### src/rtl/lcc_pkg.sv
`timescale 1ns / 1ps
// ----------------------------------------------------------------------------
// lcc_pkg: shared types and constants of the cache controller
// control word layout, microprogram table, result kinds and line store bundles
// ----------------------------------------------------------------------------
package lcc_pkg;

  localparam int AddrW = 16;
  localparam int DataW = 16;

  localparam logic [DataW-1:0] BYTE_MASK = 16'h00FF;
  localparam logic [AddrW-1:0] RESET_TAG = 16'hFFFF;

  // result kinds
  localparam logic [1:0] KIND_DONE      = 2'd0;
  localparam logic [1:0] KIND_MEM_WRITE = 2'd1;
  localparam logic [1:0] KIND_MEM_READ  = 2'd2;

  // configuration register indexes
  localparam int CfgIdxW = 2;
  localparam logic [CfgIdxW-1:0] CFG_ORGANIZATION = 2'd0;
  localparam logic [CfgIdxW-1:0] CFG_WRITE_POLICY = 2'd1;

  // command codes
  localparam logic CMD_READ  = 1'b0;
  localparam logic CMD_WRITE = 1'b1;

  typedef logic [2:0] step_t;

  localparam step_t ST_IDLE    = 3'd0;
  localparam step_t ST_LOOKUP  = 3'd1;
  localparam step_t ST_RD_REQ  = 3'd2;
  localparam step_t ST_VICTIM  = 3'd3;
  localparam step_t ST_WR_THRU = 3'd4;
  localparam step_t ST_DONE    = 3'd5;

  typedef enum logic [2:0] {
    EM_NONE,
    EM_RD_REQ,
    EM_VICTIM,
    EM_WR_THRU,
    EM_DONE
  } emit_e;

  typedef enum logic [2:0] {
    GD_NEVER,
    GD_ALWAYS,
    GD_READ_MISS,
    GD_VICTIM_DIRTY,
    GD_WRITE_THRU
  } guard_e;

  typedef enum logic [1:0] {
    JP_NEXT,
    JP_WAIT_START,
    JP_GOTO
  } jump_e;

  typedef struct packed {
    logic   latch;
    logic   lookup;
    logic   commit;
    emit_e  emit;
    guard_e guard;
    jump_e  jump;
    step_t  target;
  } ctrl_t;

  // lookup result of the selected line (hit line or victim)
  typedef struct packed {
    logic             hit;
    logic [AddrW-1:0] tag;
    logic [DataW-1:0] word;
    logic             bmark;
    logic             dirty;
  } lk_t;

  // line update command
  typedef struct packed {
    logic             en;
    logic             touch;
    logic             wr_tag;
    logic [AddrW-1:0] tag;
    logic             wr_word;
    logic [DataW-1:0] word;
    logic             wr_marks;
    logic             dirty;
    logic             bmark;
  } upd_t;

  // microprogram
  function automatic ctrl_t ucode(input step_t s);
    ctrl_t c;
    c.latch  = 1'b0;
    c.lookup = 1'b0;
    c.commit = 1'b0;
    c.emit   = EM_NONE;
    c.guard  = GD_NEVER;
    c.jump   = JP_NEXT;
    c.target = ST_IDLE;
    unique case (s)
      ST_IDLE: begin
        c.latch = 1'b1;
        c.jump  = JP_WAIT_START;
      end
      ST_LOOKUP: begin
        c.lookup = 1'b1;
      end
      ST_RD_REQ: begin
        c.emit  = EM_RD_REQ;
        c.guard = GD_READ_MISS;
      end
      ST_VICTIM: begin
        c.emit  = EM_VICTIM;
        c.guard = GD_VICTIM_DIRTY;
      end
      ST_WR_THRU: begin
        c.emit  = EM_WR_THRU;
        c.guard = GD_WRITE_THRU;
      end
      ST_DONE: begin
        c.emit   = EM_DONE;
        c.guard  = GD_ALWAYS;
        c.commit = 1'b1;
        c.jump   = JP_GOTO;
        c.target = ST_IDLE;
      end
      default: begin
        c.jump   = JP_GOTO;
        c.target = ST_IDLE;
      end
    endcase
    return c;
  endfunction

endpackage

### src/rtl/lcc_line_store.sv
`timescale 1ns / 1ps
// ----------------------------------------------------------------------------
// lcc_line_store: cache lines with tags, words, marks and lru ranks
// parallel tag compare, victim pick and one line update per commit
// ----------------------------------------------------------------------------
module lcc_line_store #(
  parameter int LINES = 8
) (
  input  logic                       clk_i,
  input  logic                       rst_ni,
  input  logic                       org_i,
  input  logic [lcc_pkg::AddrW-1:0]  lk_addr_i,
  input  logic [$clog2(LINES)-1:0]   set_idx_i,
  output lcc_pkg::lk_t               lk_o,
  output logic [$clog2(LINES)-1:0]   lk_line_o,
  input  lcc_pkg::upd_t              upd_i,
  input  logic [$clog2(LINES)-1:0]   upd_line_i
);
  import lcc_pkg::*;

  localparam int IdxW = $clog2(LINES);

  logic [AddrW-1:0] tag_q   [LINES];
  logic [DataW-1:0] word_q  [LINES];
  logic             bmark_q [LINES];
  logic             dirty_q [LINES];
  logic [IdxW-1:0]  rank_q  [LINES];

  logic            any_match;
  logic [IdxW-1:0] match_line;
  logic [IdxW-1:0] oldest_line;
  logic [IdxW-1:0] sel_line;
  logic            sel_hit;
  logic [IdxW-1:0] upd_rank;

  // lowest matching line and lowest line of rank zero
  always_comb begin
    any_match   = 1'b0;
    match_line  = '0;
    oldest_line = '0;
    for (int i = LINES - 1; i >= 0; i--) begin
      if (tag_q[i] == lk_addr_i) begin
        any_match  = 1'b1;
        match_line = IdxW'(i);
      end
      if (rank_q[i] == '0) begin
        oldest_line = IdxW'(i);
      end
    end
    if (org_i) begin
      sel_hit  = any_match;
      sel_line = any_match ? match_line : oldest_line;
    end else begin
      sel_hit  = (tag_q[set_idx_i] == lk_addr_i);
      sel_line = set_idx_i;
    end
  end

  assign lk_o.hit   = sel_hit;
  assign lk_o.tag   = tag_q[sel_line];
  assign lk_o.word  = word_q[sel_line];
  assign lk_o.bmark = bmark_q[sel_line];
  assign lk_o.dirty = dirty_q[sel_line];
  assign lk_line_o  = sel_line;

  assign upd_rank = rank_q[upd_line_i];

  always_ff @(posedge clk_i or negedge rst_ni) begin
    if (!rst_ni) begin
      for (int i = 0; i < LINES; i++) begin
        tag_q[i]   <= RESET_TAG;
        word_q[i]  <= '0;
        bmark_q[i] <= 1'b0;
        dirty_q[i] <= 1'b0;
        rank_q[i]  <= IdxW'(i);
      end
    end else if (upd_i.en) begin
      if (upd_i.touch) begin
        for (int i = 0; i < LINES; i++) begin
          if (IdxW'(i) == upd_line_i) begin
            rank_q[i] <= IdxW'(LINES - 1);
          end else if (rank_q[i] > upd_rank) begin
            rank_q[i] <= rank_q[i] - 1'b1;
          end
        end
      end
      if (upd_i.wr_tag) begin
        tag_q[upd_line_i] <= upd_i.tag;
      end
      if (upd_i.wr_word) begin
        word_q[upd_line_i] <= upd_i.word;
      end
      if (upd_i.wr_marks) begin
        dirty_q[upd_line_i] <= upd_i.dirty;
        bmark_q[upd_line_i] <= upd_i.bmark;
      end
    end
  end

endmodule

### src/rtl/lcc_sequencer.sv
`timescale 1ns / 1ps
// ----------------------------------------------------------------------------
// lcc_sequencer: step counter and control store
// walks the microprogram, one control word per cycle
// ----------------------------------------------------------------------------
module lcc_sequencer (
  input  logic           clk_i,
  input  logic           rst_ni,
  input  logic           start_i,
  output lcc_pkg::ctrl_t ctrl_o,
  output logic           busy_o
);
  import lcc_pkg::*;

  step_t step_q;
  step_t step_d;
  ctrl_t ctrl;

  assign ctrl = ucode(step_q);

  always_comb begin
    unique case (ctrl.jump)
      JP_NEXT:       step_d = step_q + 1'b1;
      JP_WAIT_START: step_d = start_i ? step_q + 1'b1 : step_q;
      JP_GOTO:       step_d = ctrl.target;
      default:       step_d = ST_IDLE;
    endcase
  end

  always_ff @(posedge clk_i or negedge rst_ni) begin
    if (!rst_ni) begin
      step_q <= ST_IDLE;
    end else begin
      step_q <= step_d;
    end
  end

  assign ctrl_o = ctrl;
  assign busy_o = (step_q != ST_IDLE);

endmodule

### src/rtl/lru_cache_controller.sv
`timescale 1ns / 1ps
// ----------------------------------------------------------------------------
// lru_cache_controller: small write-back / write-through cache controller
// fully associative with lru ranks or direct mapped, microcoded control
// ----------------------------------------------------------------------------
// every access runs one accept step plus five microcode steps
// (lookup, read request, victim writeback, writethrough write, completion)
// results are registered and leave in the cycle after their step; completion is last
// next access is accepted in the cycle the completion word is shown
// asynchronous active-low reset: lines hold tag 0xFFFF, ranks by index,
// both configuration registers read 1; results cannot be stalled
module lru_cache_controller #(
  parameter int LINES = 8
) (
  input  logic        clk_i,
  input  logic        rst_ni,
  // access channel
  input  logic        start,
  output logic        busy,
  input  logic        cmd_i,
  input  logic [15:0] address_i,
  input  logic [15:0] write_data_i,
  input  logic        byte_mode_i,
  input  logic [15:0] memory_word_i,
  // configuration write channel
  input  logic        cfg_valid_i,
  output logic        cfg_ready_o,
  input  logic [1:0]  cfg_index_i,
  input  logic        cfg_data_i,
  // result strobe and word
  output logic        result_valid_o,
  output logic [1:0]  kind_o,
  output logic [15:0] out_address_o,
  output logic [15:0] out_data_o,
  output logic        out_byte_mode_o,
  output logic        hit_o,
  output logic        last_o
);
  import lcc_pkg::*;

  localparam int IdxW   = $clog2(LINES);
  localparam int XW     = AddrW - 1;
  // reciprocal for the direct-mapped set index, exact for all XW-bit values
  localparam int ShiftW = XW + IdxW;
  localparam longint unsigned RecipL =
    ((64'd1 << ShiftW) + 64'(LINES) - 64'd1) / 64'(LINES);
  localparam logic [ShiftW:0] Recip = (ShiftW + 1)'(RecipL);
  localparam int ProdW = XW + ShiftW + 1;

  // configuration registers
  logic org_q;
  logic wp_q;

  // sequencer
  ctrl_t ctrl;
  logic  accept;

  // latched access word
  logic             cmd_q;
  logic [AddrW-1:0] addr_q;
  logic [DataW-1:0] wdata_q;
  logic             bm_q;
  logic [DataW-1:0] mword_q;
  logic [XW-1:0]    quot_q;

  // direct index arithmetic
  logic [ProdW-1:0] quot_prod;
  logic [XW-1:0]    rem_full;
  logic [IdxW-1:0]  set_idx;

  // lookup
  lk_t             lk;
  logic [IdxW-1:0] lk_line;
  lk_t             lk_q;
  logic [IdxW-1:0] lk_line_q;

  // update and emission
  upd_t             upd;
  logic             miss;
  logic             guard_ok;
  logic [DataW-1:0] wdata_store;

  // result register
  logic             res_valid_q;
  logic [1:0]       res_kind_q;
  logic [AddrW-1:0] res_addr_q;
  logic [DataW-1:0] res_data_q;
  logic             res_bm_q;
  logic             res_hit_q;
  logic             res_last_q;

  // --------------------------------------------------------------------------
  // configuration port, always ready; unknown indexes are dropped
  // --------------------------------------------------------------------------
  assign cfg_ready_o = 1'b1;

  always_ff @(posedge clk_i or negedge rst_ni) begin
    if (!rst_ni) begin
      org_q <= 1'b1;
      wp_q  <= 1'b1;
    end else if (cfg_valid_i && cfg_ready_o) begin
      if (cfg_index_i == CFG_ORGANIZATION) begin
        org_q <= cfg_data_i;
      end else if (cfg_index_i == CFG_WRITE_POLICY) begin
        wp_q <= cfg_data_i;
      end
    end
  end

  // --------------------------------------------------------------------------
  // step counter and control store
  // --------------------------------------------------------------------------
  lcc_sequencer u_seq (
    .clk_i   (clk_i),
    .rst_ni  (rst_ni),
    .start_i (start),
    .ctrl_o  (ctrl),
    .busy_o  (busy)
  );

  assign accept = ctrl.latch && start;

  // --------------------------------------------------------------------------
  // access word capture; the set quotient is taken from the port at accept
  // --------------------------------------------------------------------------
  assign quot_prod = ProdW'(address_i[AddrW-1:1]) * ProdW'(Recip);

  always_ff @(posedge clk_i) begin
    if (accept) begin
      cmd_q   <= cmd_i;
      addr_q  <= address_i;
      wdata_q <= write_data_i;
      bm_q    <= byte_mode_i;
      mword_q <= memory_word_i;
      quot_q  <= quot_prod[ShiftW +: XW];
    end
  end

  // remainder: (address >> 1) minus quotient times line count
  assign rem_full = addr_q[AddrW-1:1] - XW'(quot_q * XW'(LINES));
  assign set_idx  = rem_full[IdxW-1:0];

  // --------------------------------------------------------------------------
  // line store
  // --------------------------------------------------------------------------
  lcc_line_store #(
    .LINES (LINES)
  ) u_lines (
    .clk_i      (clk_i),
    .rst_ni     (rst_ni),
    .org_i      (org_q),
    .lk_addr_i  (addr_q),
    .set_idx_i  (set_idx),
    .lk_o       (lk),
    .lk_line_o  (lk_line),
    .upd_i      (upd),
    .upd_line_i (lk_line_q)
  );

  // selected line snapshot: victim contents survive until commit anyway
  always_ff @(posedge clk_i) begin
    if (ctrl.lookup) begin
      lk_q      <= lk;
      lk_line_q <= lk_line;
    end
  end

  assign miss        = !lk_q.hit;
  assign wdata_store = bm_q ? (wdata_q & BYTE_MASK) : wdata_q;

  // line update at the completion step
  always_comb begin
    upd.en       = ctrl.commit;
    upd.touch    = org_q;
    upd.wr_tag   = miss;
    upd.tag      = addr_q;
    upd.wr_word  = (cmd_q == CMD_WRITE) || miss;
    upd.word     = (cmd_q == CMD_WRITE) ? wdata_store : mword_q;
    upd.wr_marks = wp_q && ((cmd_q == CMD_WRITE) || miss);
    upd.dirty    = (cmd_q == CMD_WRITE);
    upd.bmark    = bm_q;
  end

  // --------------------------------------------------------------------------
  // emission guards
  // --------------------------------------------------------------------------
  always_comb begin
    unique case (ctrl.guard)
      GD_NEVER:        guard_ok = 1'b0;
      GD_ALWAYS:       guard_ok = 1'b1;
      GD_READ_MISS:    guard_ok = (cmd_q == CMD_READ) && miss;
      GD_VICTIM_DIRTY: guard_ok = miss && wp_q && lk_q.dirty;
      GD_WRITE_THRU:   guard_ok = (cmd_q == CMD_WRITE) && !wp_q;
      default:         guard_ok = 1'b0;
    endcase
  end

  // --------------------------------------------------------------------------
  // result register: one word per strobe
  // --------------------------------------------------------------------------
  always_ff @(posedge clk_i or negedge rst_ni) begin
    if (!rst_ni) begin
      res_valid_q <= 1'b0;
    end else begin
      res_valid_q <= guard_ok && (ctrl.emit != EM_NONE);
    end
  end

  always_ff @(posedge clk_i) begin
    res_kind_q <= KIND_DONE;
    res_addr_q <= addr_q;
    res_data_q <= '0;
    res_bm_q   <= 1'b0;
    res_hit_q  <= 1'b0;
    res_last_q <= 1'b0;
    unique case (ctrl.emit)
      EM_NONE: begin
      end
      EM_RD_REQ: begin
        res_kind_q <= KIND_MEM_READ;
        res_bm_q   <= bm_q;
      end
      EM_VICTIM: begin
        res_kind_q <= KIND_MEM_WRITE;
        res_addr_q <= lk_q.tag;
        res_data_q <= lk_q.word;
        res_bm_q   <= lk_q.bmark;
      end
      EM_WR_THRU: begin
        // writethrough carries the unmasked data
        res_kind_q <= KIND_MEM_WRITE;
        res_data_q <= wdata_q;
        res_bm_q   <= bm_q;
      end
      EM_DONE: begin
        res_kind_q <= KIND_DONE;
        res_hit_q  <= lk_q.hit;
        res_last_q <= 1'b1;
        if (cmd_q == CMD_READ) begin
          res_data_q <= lk_q.hit ? lk_q.word : mword_q;
        end
      end
      default: begin
      end
    endcase
  end

  assign result_valid_o  = res_valid_q;
  assign kind_o          = res_kind_q;
  assign out_address_o   = res_addr_q;
  assign out_data_o      = res_data_q;
  assign out_byte_mode_o = res_bm_q;
  assign hit_o           = res_hit_q;
  assign last_o          = res_last_q;

  // --------------------------------------------------------------------------
  // assertions
  // --------------------------------------------------------------------------
  a_last_is_done: assert property (@(posedge clk_i) disable iff (!rst_ni)
    result_valid_o && last_o |-> kind_o == KIND_DONE)
    else $error("final word of an access is not a completion");

  a_done_frees: assert property (@(posedge clk_i) disable iff (!rst_ni)
    result_valid_o && last_o |-> !busy)
    else $error("controller still busy when completion is shown");

  a_idle_only_done: assert property (@(posedge clk_i) disable iff (!rst_ni)
    result_valid_o && !busy |-> last_o)
    else $error("request word shown while idle");

  a_accept_busy: assert property (@(posedge clk_i) disable iff (!rst_ni)
    start && !busy |=> busy)
    else $error("accepted access did not start the sequence");

endmodule

### config.mk
export PLATFORM = sky130hd
export DESIGN_NAME = lru_cache_controller
export DESIGN_NICKNAME = d
export VERILOG_FILES = /design/src/rtl/lcc_pkg.sv /design/src/rtl/lcc_line_store.sv /design/src/rtl/lcc_sequencer.sv /design/src/rtl/lru_cache_controller.sv
export SDC_FILE = /design/constraint.sdc
export NUM_CORES = 1
export LEC_CHECK = 0
export BUFFER_PORTS_ARGS = -buffer_cell sky130_fd_sc_hd__buf_2
export CAP_MARGIN = 15
export CELL_PAD_IN_SITES_DETAIL_PLACEMENT = 1
export CELL_PAD_IN_SITES_GLOBAL_PLACEMENT = 1
export CORE_MARGIN = 2
export CORE_UTILIZATION = 54
export DETAILED_ROUTE_END_ITERATION = 12
export GPL_TIMING_DRIVEN = 0
export PLACE_DENSITY_LB_ADDON = 0.05
export SYNTH_ARGS = -nofsm -noshare
export SYNTH_HDL_FRONTEND = slang
export SYNTH_SLANG_ARGS = --single-unit
### constraint.sdc
create_clock -name clk_i -period 4.9 [get_ports clk_i]
set_input_delay 0.49 -clock clk_i [delete_from_list [all_inputs] [get_ports clk_i]]
set_output_delay 0.49 -clock clk_i [all_outputs]
set_load 0.01 [all_outputs]
# Word level (Yosys, flattened, before mapping)
# Cells that the tools add are included.
# word_totals
out_inout_bits	40
reg_bits	427
# classes
n_eq_ne	32
n_addsub	10
muxes	86
reduce_logical	49
bitwise_logic	6
magnitude_cmp	12
# op_table
operator	n
$bwmux W128	2
$mux W16	12
$bmux W16 S3	3
$eq A16 B16 Y1	9
$mux W3	37
$demux W16 S3	1
$pmux W16 S3	1
$logic_not A3 Y1	10
$reduce_and A3 Y1	9
$sub A3 B1 Y3 const B	9
$gt A3 B3 Y1	8
$pmux W6 S4	1
$eq A3 B2 Y1 const B	6
$mux W1	18
$bwmux W8	2
$reduce_bool A2 Y1	8
$eq A3 B3 Y1 const A	4
$eq A3 B3 Y1 const B	4
$ge A4 B4 Y1 const B	3
$not A3 Y4	3
$bmux W3 S3	1
$eq A3 B1 Y1 const B	3
$logic_and A1 B1 Y1	8
$pmux W2 S2	2
other kinds (19)	31

# Depth between registers and ports, before layout
# logic_depth
depth_word	15
depth_mapped	14

# Hierarchy
# Synthesis repeated with hierarchy kept, for this count alone.
# hier_totals
cells_unflattened	1785
hier_area_um2	22997.1
# modules_own_cells
module	area_each_um2	n_inst	cells_each	seq_area_each_um2
lcc_line_store	18227.5	1	1487	7582.3
lru_cache_controller	4454.3	1	263	3460.8
lcc_sequencer	315.3	1	35	75.1

# Worst setup path after synthesis
# Ideal clock, no wire load.
# synth_timing
kind	reg2reg
startpoint	register lk_line_q[0]
endpoint	register u_lines.rank_q[14] in the netlist's numbering
setup_slack_ns	1.644
setup_ns	0.120
synth_period_minus_slack_ns	3.256
path_stages_with_launch	13
t_arrival_ns	3.136
cell_sequence	edfxtp_1 -> clkbuf_1 -> buf_1 -> mux4_2 -> mux2i_1 -> ha_1 -> nor2b_1 -> o21ai_0 -> inv_1 -> o21ai_0 -> nor2_1 -> xnor2_1 -> nand2_1
# synth_via
elab_chain_len	7
word_cells_on_any_way	9
cone_classes	order compare: 1; eq/ne: 1; mux: 4; bitwise: 1; reduce/logical: 2
# synth_rtl
item	line	source
start, declared	lru_cache_controller.sv:75	logic [IdxW-1:0] lk_line_q;
start signal, assigned	lru_cache_controller.sv:164	lk_line_q <= lk_line;
$not A3 Y4 (implied by the code)	lcc_line_store.sv:66	assign upd_rank = rank_q[upd_line_i];
$bmux W3 S3	lcc_line_store.sv:66	
$mux W3 (implied by the code) (2 in a row)	lcc_line_store.sv:66	
$gt A3 B3 Y1	lcc_line_store.sv:82	end else if (rank_q[i] > upd_rank) begin
$reduce_bool A2 Y1 (no source line)	-	
$reduce_and A3 Y1 (no source line)	-	
end signal, assigned by index	lcc_line_store.sv:75	rank_q[i] <= IdxW'(i);
end signal, assigned by index	lcc_line_store.sv:81	rank_q[i] <= IdxW'(LINES - 1);
end signal, assigned by index	lcc_line_store.sv:83	rank_q[i] <= rank_q[i] - 1'b1;
end, declared	lcc_line_store.sv:27	logic [IdxW-1:0] rank_q [LINES];
# Parallel ways exist; a longest one is shown, timed or not. The select of a mux whose other input is x is not followed.
# A chain may end at the register's enable or synchronous reset.

==> results by stage <==
Detailed routing:
- The count of TritonRoute iterations in the first routing pass is 6.
- The number of DRC violations after detailed routing is 0.
- The count of routing violations after the opening detailed-route iteration is 1,924.
- The remaining number of nets flagged by the antenna check after routing is 0.
- The final layout contains routed wiring with a total length of 80,300 µm.
- The routed length per instance is 30.0 µm.
- The post-detailed-route via-to-cell ratio is 6.63.
- The count of vias placed by the detailed router is 17,800.

Layout:
- The area added between synthesis and finish is 13.0%.
- The commonest non-fill, non-tap cell in the layout is nor2_1.
- Once layout is done, the placed cells without fillers occupy 0.0251 mm².
- At the end of the flow, the number of nets in the layout was 2,214.
- The top cell types in the final layout, fill and taps aside, are nor2_1 (173), dfrtp_1 (160), a21oi_1 (155), mux2_2 (143), dfstp_2 (142).
- The share of the core filled with cells in the final layout is 61.7%.
- The share of cells above drive strength 1 is 27.4%.
- 0 antenna diodes ended up in the layout.
- After filler insertion, the fill cell instance count of the layout stands at 4,210.

Pwr:
- After layout, the design draws a total of 0.0170 W.
- Across the VDD grid, the largest voltage drop is 0.000413 V.
- Net switching is 40.4% of the power.
- The power density normalized to cell area is 679 mW/mm².
- The register share of total power is 38.1%.
- The share of total power in the clock network is 21.0%.
- For this design the total switching power over the nets is 0.00688 W.
- The combinational share of power is 40.9%.
- The standby leakage power is 10.3 nW.
- Internal power comes to 0.0102 W.

Timing:
- Setup repair after global routing left no endpoint under its margin.
- The max-slew violation count is 0.
- The slew at the pin with the worst max-slew slack is 1230 ps.
- Static timing analysis puts the maximum clock frequency at 214 MHz.
- The setup TNS after final layout is 0 ps.
- Headroom to the max-slew limit came out at 17.9%.
- Hold is met by 65.3 ps.
- Setup violations remaining at the end of the flow were counted as 0.
- The hold violation count in the final report came to 0.
- The largest clock skew in the final design is 17.4 ps.
- The final period demand of the worst path is 4670 ps.
- The ratio of final minimum period to clock period is 95.4%.

Clock tree:
- The clock root buffer master is clkbuf_16.
- After clock tree synthesis, the repair step resized 0 gates.
- The clock insertion delay at the later pin of the skew report is 600 ps.
- The clock tree from TritonCTS is built.
- For this design, the sink count on the clock tree is 427.
- The total CTS buffers is 47.
- The H-tree level count is 2.
- The clock-pin transition on the worst setup and hold timing paths is 60 ps.
- The maximum root-to-sink buffer count is 3.

Critical path:
- The cell count of the worst reg-to-reg path is 12.
- STA puts the critical path data required time at 5190 ps.
- The worst setup path is launched from a flop.
- The signal on the critical path passes through buf_4 > xnor2_1 > nand4_1 > nor4_2 > nor2b_1 > o2111ai_1 > o21a_1 > buf_6 > clkbuf_1 > and3_1 > a211oi_1 > nor4_1.
- The cell count along the critical path is 12.
- Of all nets on the critical path, the largest fanout is 10.
- The count of buffering cells on the critical path with inverters included is 3.
- In this run the register-to-register setup slack is 230 ps.
- The arrival time at the worst endpoint is 4970 ps.
- The critical path is of the reg2reg type.
- The cell family contributing the most delay on the critical path is simple AND/OR/NAND/NOR gates.
- In this run the critical register-to-register path is captured at lk_q[12].
- The category of the worst setup path capture point is a flop.
- The first element of the critical path is addr_q[5].
- The worst register-to-register path begins at addr_q[5].
- The slowest cell on the critical path is nor4_1.
- The delay of the slowest critical-path stage is 700 ps.
- The worst setup path endpoint is lk_q[12].

Job:
- Max-cap violations in this run came to 0.

Logic synthesis:
- The number of enable-type register cells in the synthesized netlist is 88.
- In the post-synthesis netlist, the biggest area contributors are dfrtp_1 (18%), dfstp_2 (17%), edfxtp_1 (12%).
- The share of synthesized area in the top cell type comes to 18.0%.
- The number of library cell types mapped by synthesis is 67.
- The commonest register cell after synthesis is dfrtp_1.
- Averaged over all synthesized cells, the footprint is 11.3 µm².
- The count of state elements after synthesis is 427.
- Synthesis produced a netlist whose cell count is 1,957.
- For this run, asynchronously set or reset flops after synthesis account for 70.7%.
- The synthesized design spends more area on one cell type than any other, namely dfrtp_1.
- The number of nets in the synthesized netlist is 2,061.
- The combined area of all synthesized cells is 0.0222 mm².
- For this run, the register share of the synthesized area comes to 50.1%.
- The count of warnings emitted by yosys is 0.

Placed design:
- The port buffer count is 95.
- The placed standard-cell area is 0.0235 mm².
- The final estimated routing congestion in global placement is 1.04.
- The wire-length estimate of the detail-placed layout is 57,900 µm.

GRT:
- The aggregate global routing overflow is 0.
- The global-route wire length before repair is 119,000 µm.
- The number of global-route vias before repair is 18,300.
- Entering global routing, the biggest net connects 97 pins.
- Global routing used 37.9% of the available tracks across all layers.
- The initial antenna violation count is 5.

Die:
- The die boundary width is 207 µm.
- The standard cell core area is 0.0406 mm².
- The area of the die is 0.0427 mm².
- Once the floorplan was initialized, standard cells occupied 54.6% of the core.
- The initialized floorplan defines 74 standard-cell rows.
- From bottom edge to top edge, the die measures 207 µm.
- For this design the top-level I/O count stands at 97.

Worst hold path:
- The worst hold path belongs to the class in2reg.

Outcome:
- The flow ran to the end, and the final reports show no timing, DRC or antenna violations.
==> per-layer routing <==
metal,up-vias,track usage (%),share of wire [%]
li1,7498,-,-
met1,9247,53.2,43
met2,861,59.6,46
met3,159,7.61,8.6
met4,2,11.8,2.7
met5,-,0,0.016
==> cell usage after synthesis (4+ instances only) <==
| master | number |
|---|---|
| a211oi_1 | 125 |
| a222oi_1 | 12 |
| inv_1 | 41 |
| and3_1 | 109 |
| nor3_1 | 13 |
| o221ai_1 | 6 |
| xor2_1 | 63 |
| buf_2 | 29 |
| and2_1 | 4 |
| a22oi_1 | 4 |
| dfxtp_1 | 37 |
| a21o_1 | 9 |
| dfstp_2 | 142 |
| ha_1 | 47 |
| a311oi_1 | 7 |
| o211ai_1 | 6 |
| a31oi_1 | 13 |
| a21oi_1 | 155 |
| nand3b_1 | 4 |
| mux4_2 | 33 |
| dfrtp_1 | 160 |
| nor2b_1 | 11 |
| nand2b_1 | 14 |
| mux2i_1 | 25 |
| nor4b_2 | 16 |
| buf_6 | 17 |
| nor2_1 | 173 |
| nand4_1 | 27 |
| nand2_1 | 68 |
| mux2_2 | 143 |
| clkbuf_1 | 90 |
| a21boi_0 | 35 |
| a211o_1 | 16 |
| xnor2_1 | 85 |
| nor4_1 | 25 |
| buf_4 | 9 |
| o21ai_0 | 39 |
| buf_1 | 7 |
| nor4_2 | 11 |
| edfxtp_1 | 88 |
| nand3_1 | 4 |
==> stage by stage <==
stage / setup slack [ps] / instances
2_1_floorplan: 1640 / 1957
3_3_place_gp: -2450 / 2584
3_5_place_dp: 533 / 2590
4_1_cts: 525 / 2679
5_1_grt: 160 / 2681
6_report: 225 / 2681
==> layout make-up <==
type                       count  area [µm²]  area share, %
timing repair buffer         104         668           2.67
buffer                       153         773           3.08
multi-input combinational   1335       10200           40.5
clock inverter                25         216          0.863
inverter                      42         159          0.634
clock buffer                  63        1320           5.26
tap                          532         666           2.66
sequential                   427       11100           44.4
==> worst min-delay path by stage <==
stage / endpoint / slack (ps) / start / cells after the start
after floorplan: result_valid_o / 190 / rst_ni / 0
after global placement: out_address_o[8] / 450 / lk_q[26] / 1
after detailed placement: u_lines.rank_q[7] / 370 / rst_ni / 1
after CTS: wdata_q[8] / 50 / write_data_i[8] / 1
after global routing: wdata_q[9] / 60 / write_data_i[9] / 1
final: mword_q[2] / 70 / memory_word_i[2] / 1
==> power groups by stage <==
stage / sequential [W] / combinational [W] / clock, W
after floorplan: 0.00610 / 0.00444 / 0
after global routing: 0.00662 / 0.00740 / 0.00374
final: 0.00650 / 0.00696 / 0.00358
after global placement: 0.00641 / 0.00635 / 0
after CTS: 0.00644 / 0.00681 / 0.00361
after detailed placement: 0.00647 / 0.00673 / 0
==> kinds of logic (layout without fill, tap and decap cells) <==
group	count (synthesis)	count (layout)	share of synthesized area, %
AND/OR/NAND/NOR	491	491	12.2
AO/OA/AOI/OAI	447	447	13.2
flip-flops	427	427	50.1
multiplexers	201	201	11.7
buffers and inverters	195	387	4.20
XOR/XNOR	148	148	5.84
adder cells (fa/ha/maj)	47	47	2.65
other	1	1	0.0169
==> registers in the layout, summed over array words and instances (netlist names), 2 cells and up <==
name and cells:
lk_q 35, u_lines.dirty_q 8, u_seq.step_q 3, out_address_o 16
u_lines.rank_q 24, out_data_o 16, wdata_q 16, u_lines.tag_q 128
kind_o 2, u_lines.word_q 128, addr_q 16, u_lines.bmark_q 8
mword_q 16, lk_line_q 3
==> what timing repair did <==
action / CTS / global route
hold endpoints to repair: 4 / 0
hold buffers: 1 / 0
buffers inserted: 0 / 0
(Power assumes the default switching activity.)
